## src/hw/rtl/assert_macros.svh

```systemverilog
// assertion helpers, clocked on clk and held off while rst_n is low
`ifndef ASSERT_MACROS_SVH
`define ASSERT_MACROS_SVH

// property holds at every clock edge out of reset
`define ASSERT_CLK(lbl, prop, msg) \
    lbl: assert property (@(posedge clk) disable iff (!rst_n) (prop)) else $error(msg);

// condition never seen at a clock edge out of reset
`define ASSERT_NEVER(lbl, cond, msg) \
    lbl: assert property (@(posedge clk) disable iff (!rst_n) !(cond)) else $error(msg);

`endif

```

## src/hw/rtl/ple_pkg.sv

```systemverilog
`default_nettype none

package ple_pkg;

    localparam int unsigned CAPACITY_DEFAULT = 64;

    // payload widths
    localparam int unsigned MODE_W   = 2;
    localparam int unsigned POS_W    = 7;
    localparam int unsigned DATA_W   = 32;
    localparam int unsigned STATUS_W = 2;
    localparam int unsigned FPOS_W   = 6;
    localparam int unsigned LEN_W    = 7;

    // request modes
    localparam logic [MODE_W-1:0] MODE_INSERT = 2'd0;
    localparam logic [MODE_W-1:0] MODE_DELETE = 2'd1;
    localparam logic [MODE_W-1:0] MODE_READ   = 2'd2;
    localparam logic [MODE_W-1:0] MODE_FIND   = 2'd3;

    // result status
    localparam logic [STATUS_W-1:0] ST_OK        = 2'd0;
    localparam logic [STATUS_W-1:0] ST_RANGE     = 2'd1;
    localparam logic [STATUS_W-1:0] ST_NOT_FOUND = 2'd2;
    localparam logic [STATUS_W-1:0] ST_FULL      = 2'd3;

    typedef struct packed {
        logic [MODE_W-1:0]        mode;
        logic [POS_W-1:0]         position;
        logic signed [DATA_W-1:0] value;
    } req_t;

    typedef struct packed {
        logic [STATUS_W-1:0]      status;
        logic signed [DATA_W-1:0] read_value;
        logic [FPOS_W-1:0]        found_position;
        logic [LEN_W-1:0]         list_length;
    } rsp_t;

endpackage

`default_nettype wire

```

## src/hw/rtl/ple_req_if.sv

```systemverilog
`default_nettype none

interface ple_req_if;
    logic          valid;
    logic          ready;
    ple_pkg::req_t payload;

    modport source (output valid, output payload, input ready);
    modport sink (input valid, input payload, output ready);
endinterface

`default_nettype wire

```

## src/hw/rtl/ple_rsp_if.sv

```systemverilog
`default_nettype none

interface ple_rsp_if;
    logic          valid;
    logic          ready;
    ple_pkg::rsp_t payload;

    modport source (output valid, output payload, input ready);
    modport sink (input valid, input payload, output ready);
endinterface

`default_nettype wire

```

## src/hw/rtl/ple_store.sv

```systemverilog
`default_nettype none

// entry memory: one write port, one read port with registered data
module ple_store #(
    parameter int unsigned DEPTH  = ple_pkg::CAPACITY_DEFAULT,
    parameter int unsigned DATA_W = ple_pkg::DATA_W,
    parameter type         cmd_t  = logic
) (
    input  wire logic              clk,
    input  wire cmd_t              cmd,
    output logic [DATA_W-1:0]      rd_data
);

    logic [DATA_W-1:0] mem [DEPTH];

    always_ff @(posedge clk)
    begin
        if (cmd.wr_en)
        begin
            mem[cmd.wr_addr] <= cmd.wr_data;
        end
    end

    always_ff @(posedge clk)
    begin
        if (cmd.rd_en)
        begin
            rd_data <= mem[cmd.rd_addr];
        end
    end

endmodule

`default_nettype wire

```

## src/hw/rtl/positional_list_engine_top.sv

```systemverilog
`default_nettype none

// channel   dir   modport   payload          transfer
// req       in    sink      ple_pkg::req_t   valid & ready at posedge clk
// rsp       out   source    ple_pkg::rsp_t   valid & ready at posedge clk
//
// one request at a time; the entry memory has one read and one write port,
// so every shift or compare step is a read, then a write or compare
// rst_n clears the length and the control; the entry memory is never cleared
// a finished result sits in the rsp register; the next request may be taken
// while it waits, and the sequencer holds in its done step if it is still full

`include "assert_macros.svh"

module positional_list_engine_top #(
    parameter int unsigned CAPACITY = ple_pkg::CAPACITY_DEFAULT
) (
    input  wire logic   clk,
    input  wire logic   rst_n,
    ple_req_if.sink     req,
    ple_rsp_if.source   rsp
);

    localparam int unsigned ADDR_W = $clog2(CAPACITY);
    localparam int unsigned CNT_W  = $clog2(CAPACITY + 1);
    localparam int unsigned DATA_W = ple_pkg::DATA_W;
    // compare width: holds any position or length plus one
    localparam int unsigned CMP_W  =
        ((CNT_W > ple_pkg::POS_W) ? CNT_W : ple_pkg::POS_W) + 1;

    // sequencer states
    localparam logic [3:0] S_IDLE     = 4'd0;
    localparam logic [3:0] S_INS_RD   = 4'd1;
    localparam logic [3:0] S_INS_WR   = 4'd2;
    localparam logic [3:0] S_INS_PUT  = 4'd3;
    localparam logic [3:0] S_DEL_RD   = 4'd4;
    localparam logic [3:0] S_DEL_WR   = 4'd5;
    localparam logic [3:0] S_RD_WAIT  = 4'd6;
    localparam logic [3:0] S_FIND_RD  = 4'd7;
    localparam logic [3:0] S_FIND_CMP = 4'd8;
    localparam logic [3:0] S_DONE     = 4'd9;

    typedef struct packed {
        logic              wr_en;
        logic [ADDR_W-1:0] wr_addr;
        logic [DATA_W-1:0] wr_data;
        logic              rd_en;
        logic [ADDR_W-1:0] rd_addr;
    } mem_cmd_t;

    // control state
    logic [3:0]       state_reg, state_next;
    logic [CNT_W-1:0] count_reg, count_next;
    logic             out_valid_reg, out_valid_next;

    // working registers of the current request
    logic [CNT_W-1:0]             idx_reg, idx_next;
    logic [CNT_W-1:0]             pos_reg, pos_next;
    logic [DATA_W-1:0]            val_reg, val_next;
    logic [ple_pkg::STATUS_W-1:0] status_reg, status_next;
    logic [DATA_W-1:0]            rdval_reg, rdval_next;
    logic [CNT_W-1:0]             fpos_reg, fpos_next;
    ple_pkg::rsp_t                out_reg, out_next;

    mem_cmd_t          mem_cmd;
    logic [DATA_W-1:0] mem_rd_data;

    // helpers
    logic [CMP_W-1:0] req_pos_c;
    logic [CMP_W-1:0] cnt_c;
    logic [CMP_W-1:0] pos_c;
    logic [CNT_W-1:0] idx_inc;
    logic [CNT_W-1:0] idx_dec;
    logic             out_free;

    assign req_pos_c = CMP_W'(req.payload.position);
    assign cnt_c     = CMP_W'(count_reg);
    assign pos_c     = CMP_W'(pos_reg);
    assign idx_inc   = idx_reg + CNT_W'(1);
    assign idx_dec   = idx_reg - CNT_W'(1);
    assign out_free  = !out_valid_reg || rsp.ready;

    ple_store #(
        .DEPTH  (CAPACITY),
        .DATA_W (DATA_W),
        .cmd_t  (mem_cmd_t)
    ) u_store (
        .clk     (clk),
        .cmd     (mem_cmd),
        .rd_data (mem_rd_data)
    );

    assign req.ready = (state_reg == S_IDLE);
    assign rsp.valid = out_valid_reg;
    assign rsp.payload = out_reg;

    always_comb
    begin
        state_next     = state_reg;
        count_next     = count_reg;
        idx_next       = idx_reg;
        pos_next       = pos_reg;
        val_next       = val_reg;
        status_next    = status_reg;
        rdval_next     = rdval_reg;
        fpos_next      = fpos_reg;
        out_next       = out_reg;
        out_valid_next = out_valid_reg && !rsp.ready;

        mem_cmd.wr_en   = 1'b0;
        mem_cmd.wr_addr = idx_reg[ADDR_W-1:0];
        mem_cmd.wr_data = mem_rd_data;
        mem_cmd.rd_en   = 1'b0;
        mem_cmd.rd_addr = idx_reg[ADDR_W-1:0];

        unique case (state_reg)
            S_IDLE:
            begin
                if (req.valid)
                begin
                    val_next    = req.payload.value;
                    pos_next    = CNT_W'(req.payload.position);
                    idx_next    = CNT_W'(req.payload.position);
                    status_next = ple_pkg::ST_OK;
                    rdval_next  = '0;
                    fpos_next   = '0;
                    state_next  = S_DONE;
                    unique case (req.payload.mode)
                        ple_pkg::MODE_INSERT:
                        begin
                            if (req_pos_c > cnt_c)
                            begin
                                status_next = ple_pkg::ST_RANGE;
                            end
                            else if (cnt_c >= CMP_W'(CAPACITY))
                            begin
                                status_next = ple_pkg::ST_FULL;
                            end
                            else if (cnt_c > req_pos_c)
                            begin
                                // open a gap: move entries up from the tail
                                idx_next   = count_reg;
                                state_next = S_INS_RD;
                            end
                            else
                            begin
                                state_next = S_INS_PUT;
                            end
                        end
                        ple_pkg::MODE_DELETE:
                        begin
                            if (req_pos_c >= cnt_c)
                            begin
                                status_next = ple_pkg::ST_RANGE;
                            end
                            else if (req_pos_c + CMP_W'(1) < cnt_c)
                            begin
                                state_next = S_DEL_RD;
                            end
                            else
                            begin
                                // tail entry: nothing to move
                                count_next = count_reg - CNT_W'(1);
                            end
                        end
                        ple_pkg::MODE_READ:
                        begin
                            if (req_pos_c >= cnt_c)
                            begin
                                status_next = ple_pkg::ST_RANGE;
                            end
                            else
                            begin
                                mem_cmd.rd_en   = 1'b1;
                                mem_cmd.rd_addr = req.payload.position[ADDR_W-1:0];
                                state_next      = S_RD_WAIT;
                            end
                        end
                        ple_pkg::MODE_FIND:
                        begin
                            idx_next = '0;
                            if (count_reg == '0)
                            begin
                                status_next = ple_pkg::ST_NOT_FOUND;
                            end
                            else
                            begin
                                state_next = S_FIND_RD;
                            end
                        end
                    endcase
                end
            end
            S_INS_RD:
            begin
                mem_cmd.rd_en   = 1'b1;
                mem_cmd.rd_addr = idx_dec[ADDR_W-1:0];
                state_next      = S_INS_WR;
            end
            S_INS_WR:
            begin
                mem_cmd.wr_en = 1'b1;
                idx_next      = idx_dec;
                if (CMP_W'(idx_dec) > pos_c)
                begin
                    state_next = S_INS_RD;
                end
                else
                begin
                    state_next = S_INS_PUT;
                end
            end
            S_INS_PUT:
            begin
                mem_cmd.wr_en   = 1'b1;
                mem_cmd.wr_addr = pos_reg[ADDR_W-1:0];
                mem_cmd.wr_data = val_reg;
                count_next      = count_reg + CNT_W'(1);
                state_next      = S_DONE;
            end
            S_DEL_RD:
            begin
                mem_cmd.rd_en   = 1'b1;
                mem_cmd.rd_addr = idx_inc[ADDR_W-1:0];
                state_next      = S_DEL_WR;
            end
            S_DEL_WR:
            begin
                mem_cmd.wr_en = 1'b1;
                idx_next      = idx_inc;
                if (CMP_W'(idx_inc) + CMP_W'(1) < cnt_c)
                begin
                    state_next = S_DEL_RD;
                end
                else
                begin
                    count_next = count_reg - CNT_W'(1);
                    state_next = S_DONE;
                end
            end
            S_RD_WAIT:
            begin
                rdval_next = mem_rd_data;
                state_next = S_DONE;
            end
            S_FIND_RD:
            begin
                mem_cmd.rd_en = 1'b1;
                state_next    = S_FIND_CMP;
            end
            S_FIND_CMP:
            begin
                if (mem_rd_data == val_reg)
                begin
                    fpos_next  = idx_reg;
                    state_next = S_DONE;
                end
                else if (CMP_W'(idx_inc) < cnt_c)
                begin
                    idx_next   = idx_inc;
                    state_next = S_FIND_RD;
                end
                else
                begin
                    status_next = ple_pkg::ST_NOT_FOUND;
                    state_next  = S_DONE;
                end
            end
            S_DONE:
            begin
                // hand the result to the output register once it is free
                if (out_free)
                begin
                    out_next.status         = status_reg;
                    out_next.read_value     = $signed(rdval_reg);
                    out_next.found_position = ple_pkg::FPOS_W'(fpos_reg);
                    out_next.list_length    = ple_pkg::LEN_W'(count_reg);
                    out_valid_next          = 1'b1;
                    state_next              = S_IDLE;
                end
            end
            default:
            begin
                state_next = S_IDLE;
            end
        endcase
    end

    always_ff @(posedge clk or negedge rst_n)
    begin
        if (!rst_n)
        begin
            state_reg     <= S_IDLE;
            count_reg     <= '0;
            out_valid_reg <= 1'b0;
        end
        else
        begin
            state_reg     <= state_next;
            count_reg     <= count_next;
            out_valid_reg <= out_valid_next;
        end
    end

    always_ff @(posedge clk)
    begin
        idx_reg    <= idx_next;
        pos_reg    <= pos_next;
        val_reg    <= val_next;
        status_reg <= status_next;
        rdval_reg  <= rdval_next;
        fpos_reg   <= fpos_next;
        out_reg    <= out_next;
    end

    // length changes only when an insert lands or a delete finishes
    `ASSERT_CLK(a_count_change,
        !$stable(count_reg) |-> ($past(state_reg) == S_INS_PUT
            || $past(state_reg) == S_DEL_WR || $past(state_reg) == S_IDLE),
        "list length changed outside insert or delete")
    // length stays within capacity
    `ASSERT_CLK(a_count_bound, CNT_W'(CAPACITY) >= count_reg,
        "list length above capacity")
    // read and find never write the entry memory
    `ASSERT_NEVER(a_no_write_on_lookup,
        mem_cmd.wr_en && (state_reg == S_RD_WAIT || state_reg == S_FIND_RD
            || state_reg == S_FIND_CMP),
        "entry memory written during lookup")
    // a new result only comes out of the done step
    `ASSERT_CLK(a_result_from_done, $rose(out_valid_reg) |-> $past(state_reg) == S_DONE,
        "result raised outside done step")

endmodule

`default_nettype wire
```

## src/flat_wrapper.sv

```systemverilog
// flat-port wrapper written by rule: the top's interface ports become plain ports
module positional_list_engine_top_flat 
#(
    parameter int unsigned CAPACITY = ple_pkg::CAPACITY_DEFAULT
)
  (clk, rst_n, req_valid, req_payload, req_ready, rsp_valid, rsp_payload, rsp_ready);
  ple_req_if req_i ();
  ple_rsp_if rsp_i ();
  input  wire logic clk;
  input  wire logic rst_n;
  input wire logic [$bits(req_i.valid)-1:0] req_valid;
  input wire logic [$bits(req_i.payload)-1:0] req_payload;
  output wire logic [$bits(req_i.ready)-1:0] req_ready;
  output wire logic [$bits(rsp_i.valid)-1:0] rsp_valid;
  output wire logic [$bits(rsp_i.payload)-1:0] rsp_payload;
  input wire logic [$bits(rsp_i.ready)-1:0] rsp_ready;
  assign req_i.valid = req_valid;
  assign req_i.payload = req_payload;
  assign req_ready = req_i.ready;
  assign rsp_valid = rsp_i.valid;
  assign rsp_payload = rsp_i.payload;
  assign rsp_i.ready = rsp_ready;
  positional_list_engine_top #(.CAPACITY(CAPACITY)) u_core (.clk(clk), .rst_n(rst_n), .req(req_i), .rsp(rsp_i));
endmodule
```

## config.mk

```make
export PLATFORM = sky130hd
export DESIGN_NAME = positional_list_engine_top_flat
export DESIGN_NICKNAME = d
export VERILOG_FILES = /design/src/hw/rtl/ple_pkg.sv /design/src/hw/rtl/ple_req_if.sv /design/src/hw/rtl/ple_rsp_if.sv /design/src/hw/rtl/ple_store.sv /design/src/hw/rtl/positional_list_engine_top.sv /design/src/flat_wrapper.sv
export VERILOG_INCLUDE_DIRS = /design/src /design/src/hw/rtl
export SDC_FILE = /design/constraint.sdc
export NUM_CORES = 2
export LEC_CHECK = 0
export CAP_MARGIN = 20
export CORE_AREA = 5 5 316 551
export CTS_BUF_LIST = sky130_fd_sc_hd__clkbuf_16
export DETAILED_ROUTE_END_ITERATION = 10
export DIE_AREA = 0 0 321 556
export DONT_BUFFER_PORTS = 1
export PLACE_DENSITY = 0.68
export SYNTH_ARGS = -nofsm -noshare
export SYNTH_HDL_FRONTEND = slang
export SYNTH_SLANG_ARGS = --single-unit
```

## constraint.sdc

```tcl
create_clock -name clk -period 5.3 [get_ports clk]
set_clock_uncertainty 0.15 [all_clocks]
set_input_delay 1.325 -clock clk [delete_from_list [all_inputs] [get_ports clk]]
set_output_delay 1.325 -clock clk [all_outputs]
set_load 0.005 [all_outputs]
```

# Yosys cells after proc, flatten, opt, wreduce, memory -nomap -nowiden
# Memory sizes are Yosys's and may differ from the RTL's. A register that Yosys moved wholly into a read port is not among the register bits.
# Index checks and enable logic that the tools add are counted.
[classes] addsub=6 n_lt_le_gt_ge=8 eq_ne=23 muxes=54 n_reduce_logical=23
[op_table] op="two-way mux 7 bit" n=14
[op_table] op="case mux 32 bit (2 select lines)" n=1
[op_table] op="two-way mux 4 bit" n=11
[op_table] op="two-way mux 38 bit" n=1
[op_table] op="case mux 4 bit (9 select lines)" n=1
[op_table] op="== test 32 bit" n=1
[op_table] op="two-way mux 32 bit" n=1
[op_table] op="case mux 7 bit (4 select lines)" n=1
[op_table] op="greater-than comparator 7 bit" n=3
[op_table] op="case mux 7 bit (3 select lines)" n=1
[op_table] op="case mux 6 bit (3 select lines)" n=1
[op_table] op="adder 7 x 1 -> 8 bit, second input constant" n=2
[op_table] op="== test 4 x 3 -> 1 bit, second input constant" n=4
[op_table] op="less-than comparator 8 x 7 -> 1 bit" n=2
[op_table] op="two-way mux 2 bit" n=8
[op_table] op="case mux 4 bit (4 select lines)" n=1
[op_table] op="adder 7 x 1 -> 7 bit, second input constant" n=2
[op_table] op="case mux 7 bit (2 select lines)" n=1
[op_table] op="subtractor 7 x 1 -> 7 bit, second input constant" n=2
[op_table] op="two-way mux 6 bit" n=2
[op_table] op="!= test 2 bit, second input constant" n=6
[op_table] op="case mux 6 bit (2 select lines)" n=1
[op_table] op="== test 4 x 2 -> 1 bit, second input constant" n=2
[op_table] op="== test 4 bit, second input constant" n=2
[op_table] op="26 further kinds" n=43
[totals] register_bits=145 mem_bits_rw=2048 in_bits=45 output_inout_bits=49 elab_cells=128 memories=1
[memory_table] memory="u_core.u_store.mem" depth=64 width=32 rd=1 rd_ports_with_merged_regs=1 wr=1 line_no="ple_store.sv:14" source="logic [DATA_W-1:0] mem [DEPTH];"

# Depth between registers and ports, before layout
[logic_depth] depth_word=7 mapped_depth=17 ltp_nobuf=14

# By module
# A second synthesis with hierarchy kept.
[unflattened] hier_cells=3975 area_unflattened_um2=86820.8
[modules_own_cells] mod="ple_store" instances=1 cells_per_inst=3324 area_per_inst_um2=78833.1 seq_area_each_um2=62459.9
[modules_own_cells] mod="positional_list_engine_top" instances=1 cells_per_inst=651 area_per_inst_um2=7987.7 seq_area_each_um2=4294.1

# Worst setup path after synthesis
# Ideal clock, no wire load.
[synth_path] path_kind="input-to-reg" from="in req_payload[32]" to="reg u_core.u_store.rd_data[0], read port of u_core.u_store.mem (enable)" setup_ns=0.470 arrival_time_ns=4.940 t_required_ns=4.680 setup_slack_ns=-0.260 cell_stages=7 path_buffers=1 cell_sequence="inv_1 -> ha_1 -> nand2b_4 -> a211o_4 -> a21o_1 -> buf_6 -> a211oi_1"
[synth_rtl] item="from (decl)" line_no="flat_wrapper.sv:12" source="input wire logic [$bits(req_i.payload)-1:0] req_payload;"
[synth_rtl] item="to (decl)" line_no="ple_store.sv:11" source="output logic [DATA_W-1:0] rd_data"

# Worst setup path after layout
[layout_path] from="reg u_core.count_reg[1]" to="reg u_core.u_store.rd_data[23], read port of u_core.u_store.mem, data pin"
[layout_between] elab_chain_len=5 elab_cells_between_ends=6 cone_classes="order compare (1); mux (5)"
[layout_rtl] item="from (decl)" line_no="positional_list_engine_top.sv:53" source="logic [CNT_W-1:0] count_reg, count_next;"
[layout_rtl] item="from (signal assigned)" line_no="positional_list_engine_top.sv:300" source="count_reg <= count_next;"
[layout_rtl] item="greater-or-equal comparator 7 bit *" line_no="positional_list_engine_top.sv:168" source="if (req_pos_c >= cnt_c)"
[layout_rtl] item="two-way mux 7 bit *" line_no="positional_list_engine_top.sv:168"
[layout_rtl] item="two-way mux 7 bit *" line_no="positional_list_engine_top.sv:128" source="unique case (req.payload.mode)"
[layout_rtl] item="two-way mux 7 bit *" line_no="positional_list_engine_top.sv:119" source="if (req.valid)"
[layout_rtl] item="case mux 6 bit (3 select lines) / case mux 1 bit (2 select lines) (equally long branches)" line_no="positional_list_engine_top.sv:116" source="unique case (state_reg)"
# Every way passes the cells marked *; elsewhere a longest branch is shown, timed or not.
# A chain may end at the register's enable or synchronous reset.

==> results.ini <==
[synth]
ys_warn_count = 0
synth_top_cell_by_area = edfxtp_1
synth_cells = 6508
synthXorXnorAreaFrac = 0.00600
synth_area_leaders = edfxtp_1, nand2_1, nand3_1, mux2i_1, and3_1
synth_fp_nets = 6600
synth.yosys.seq_area_share = 0.749
ys_seq_elements = 2225
synth.cell_area_um2 = 89100
async_reset_ff_frac = 0.00539
synth_edf_count = 2213
synth_top_area_frac = 0.746
muxShareOfSynthArea = 0.0229
yosys.area_share.simple = 0.138
synth_fa_ha_area_frac = 0.00669
synth_cell_types = 84
avgSynthCellArea_um2 = 13.7
ys.flop_type = edfxtp_1
synth_top_family_by_area = simple AND/OR/NAND/NOR gates
synth-compound-area-share = 0.0560

[clocking]
cts_root_buf = clkbuf_16
numCtsBuffers = 193
path_clk_slew_ps = 70
cts_setup_buffers = 0
worstSkewPairLatency_ps = 850
cts_tree = done
cts_resized = 0
clock_path_buffers = 4
clock-sinks = 2225
htreeDepth = 4

[cells_and_area]
fin_cells = 9178
fin_nets = 6900
top_register = u_core.u_store.mem
layout_commonest_cell = edfxtp_1
mostFrequentLayoutCells = edfxtp_1, nand2_1, nand3_1
largest_reg_flops = 2048
syn2layout_area_growth_pct = 14.2
drive_above_1_share = 0.130
final_util = 0.602

[sta]
tightest_slew_ps = 1200
setup-tns-final_ps = 0
max_freq_mhz = 192
max_slew_margin = 0.203
hold_violations = 0
setup_viol = 0
fin_crit_ps = 5210
rsz0062_at_grt = no
fin_crit_sh = 0.982
drv_slew = 0

[setup_path]
cp_num_buf_inv = 6
path_cells = inv_1 -> ha_1 -> a211o_4 -> a21o_1 -> buf_4 -> a211oi_4 -> buf_12 -> buf_4 -> buf_12 -> nor3_4 -> buf_12 -> nand3_1 -> nand4_1 -> a221o_1
critPathMostFrequentCell = buf_12
path_delay_family = compound AO/OA/AOI/OAI gates
path_max_fanout = 51
cp-start-kind = flip-flop
cp_data_required_time_ps = 5720
worstPathArrival_ps = 5620
critPathKind = reg -> reg
critPathMaxStageDelay_ps = 670
slowest_stage = nand4_1
cp-end-kind = flip-flop

[route]
drtAntennaViolNets = 0
routedWlPerCell_um = 30.0
dr.first_iter.drc_count = 7188
drc = 0
wl_um = 275000
viasPerCell = 6.31
first_pass_iters = 8
vias = 57900

[die]
initial_core_util = 0.527
ios = 94
rows = 200
die_x_um = 321
core_um2 = 169000
die_area_um2 = 178000
dieHeight_um = 556

[grt]
grtUsageTotal = 0.302
grt_overflow_total = 0
grt_pass1_wl_um = 392000
grt_start_max_net_pins = 94
grt_pass1_vias = 57100
antenna_found_initial = 16

[run]
drv_cap = 0

[place]
place_congestion = 0.949
place_hpwl_um = 171000
portBuffers = 0
dp_cells = 8831

[outcome]
run_status = complete, no violations

[worst_hold_path]
hold_class = reg -> reg

kinds of logic after synthesis:
logic type      count (synthesis)
mux                           201
simple gates                 2795
compound gates                760
flops                        2225
xor+xnor                       61
fa+ha+maj                      47
buf+inv                       419
cell usage after synthesis (4+ instances only):
library cell	count
nor3_2	4
a22o_1	7
a32oi_1	8
xor2_1	13
o21a_1	18
o22ai_1	87
ha_1	46
a211o_1	8
a311oi_1	7
and2_1	4
buf_6	6
buf_1	33
a31oi_1	67
dfrtp_1	12
o311ai_0	55
nand2_1	1640
a21oi_1	225
nand4_1	78
buf_2	138
inv_1	30
o31ai_1	31
and4_1	4
buf_4	26
edfxtp_1	2213
xnor2_1	48
clkbuf_1	182
a221oi_1	9
nor2b_1	10
mux2i_1	197
and3_1	266
nand3_1	488
nand2b_1	14
nor3_1	15
a221o_1	26
o221ai_1	31
nor4_1	34
a22oi_1	11
a21o_1	14
o21ai_0	110
nor2_1	219
o211ai_1	9
layer usage:
metal	GRT usage	share of wire	up-vias
li1	-	-	24800
met1	0.340	0.32	28900
met2	0.514	0.50	3347
met3	0.0524	0.087	931
met4	0.226	0.094	4
met5	0	0.000098	-
timing repair:
item	4_1_cts	5_1_grt
hold buffers	2	0
endpoints found under the setup margin	0	0
endpoints found under the hold margin	10	0
area by class of cell:
| cell class | instances | area, um2 |
|---|---|---|
| Fill cell | 12500 | 67200 |
| Multi-Input combinational cell | 3864 | 21200 |
| Antenna cell | 6 | 15.0 |
| Clock inverter | 143 | 1100 |
| Tap cell | 2222 | 2780 |
| Clock buffer | 194 | 4850 |
| Sequential cell | 2225 | 66800 |
| Timing Repair Buffer | 492 | 4960 |
| Inverter | 32 | 120 |
through the flow:
step / cell area [um2] / setup slack, ps / hold slack [ps]
final: 102000 / 93.9 / 268
after global routing: 102000 / 1.08 / 278
after CTS: 102000 / 119 / 265
after detailed placement: 95700 / -482 / 255
after global placement: 95600 / -916 / 254
after floorplan: 89100 / 435 / 250
path summary, 6_finish.rpt:
kind	cells past startpoint	to	startpoint	slack, ps
max	14	u_core.u_store.rd_data[23]	u_core.count_reg[1]	90
min	0	u_core.rsp.payload[31]	u_core.rdval_reg[18]	270
max reg2reg	14	u_core.u_store.rd_data[23]	u_core.count_reg[1]	90
min reg2reg	0	u_core.rsp.payload[31]	u_core.rdval_reg[18]	270
max in group asynchronous	1	u_core.state_reg[3]	rst_n	3880
min in group asynchronous	1	u_core.state_reg[0]	rst_n	620
Power is not shown: default switching activity piles up to over one toggle a cycle in this logic, so the estimate is an artifact.
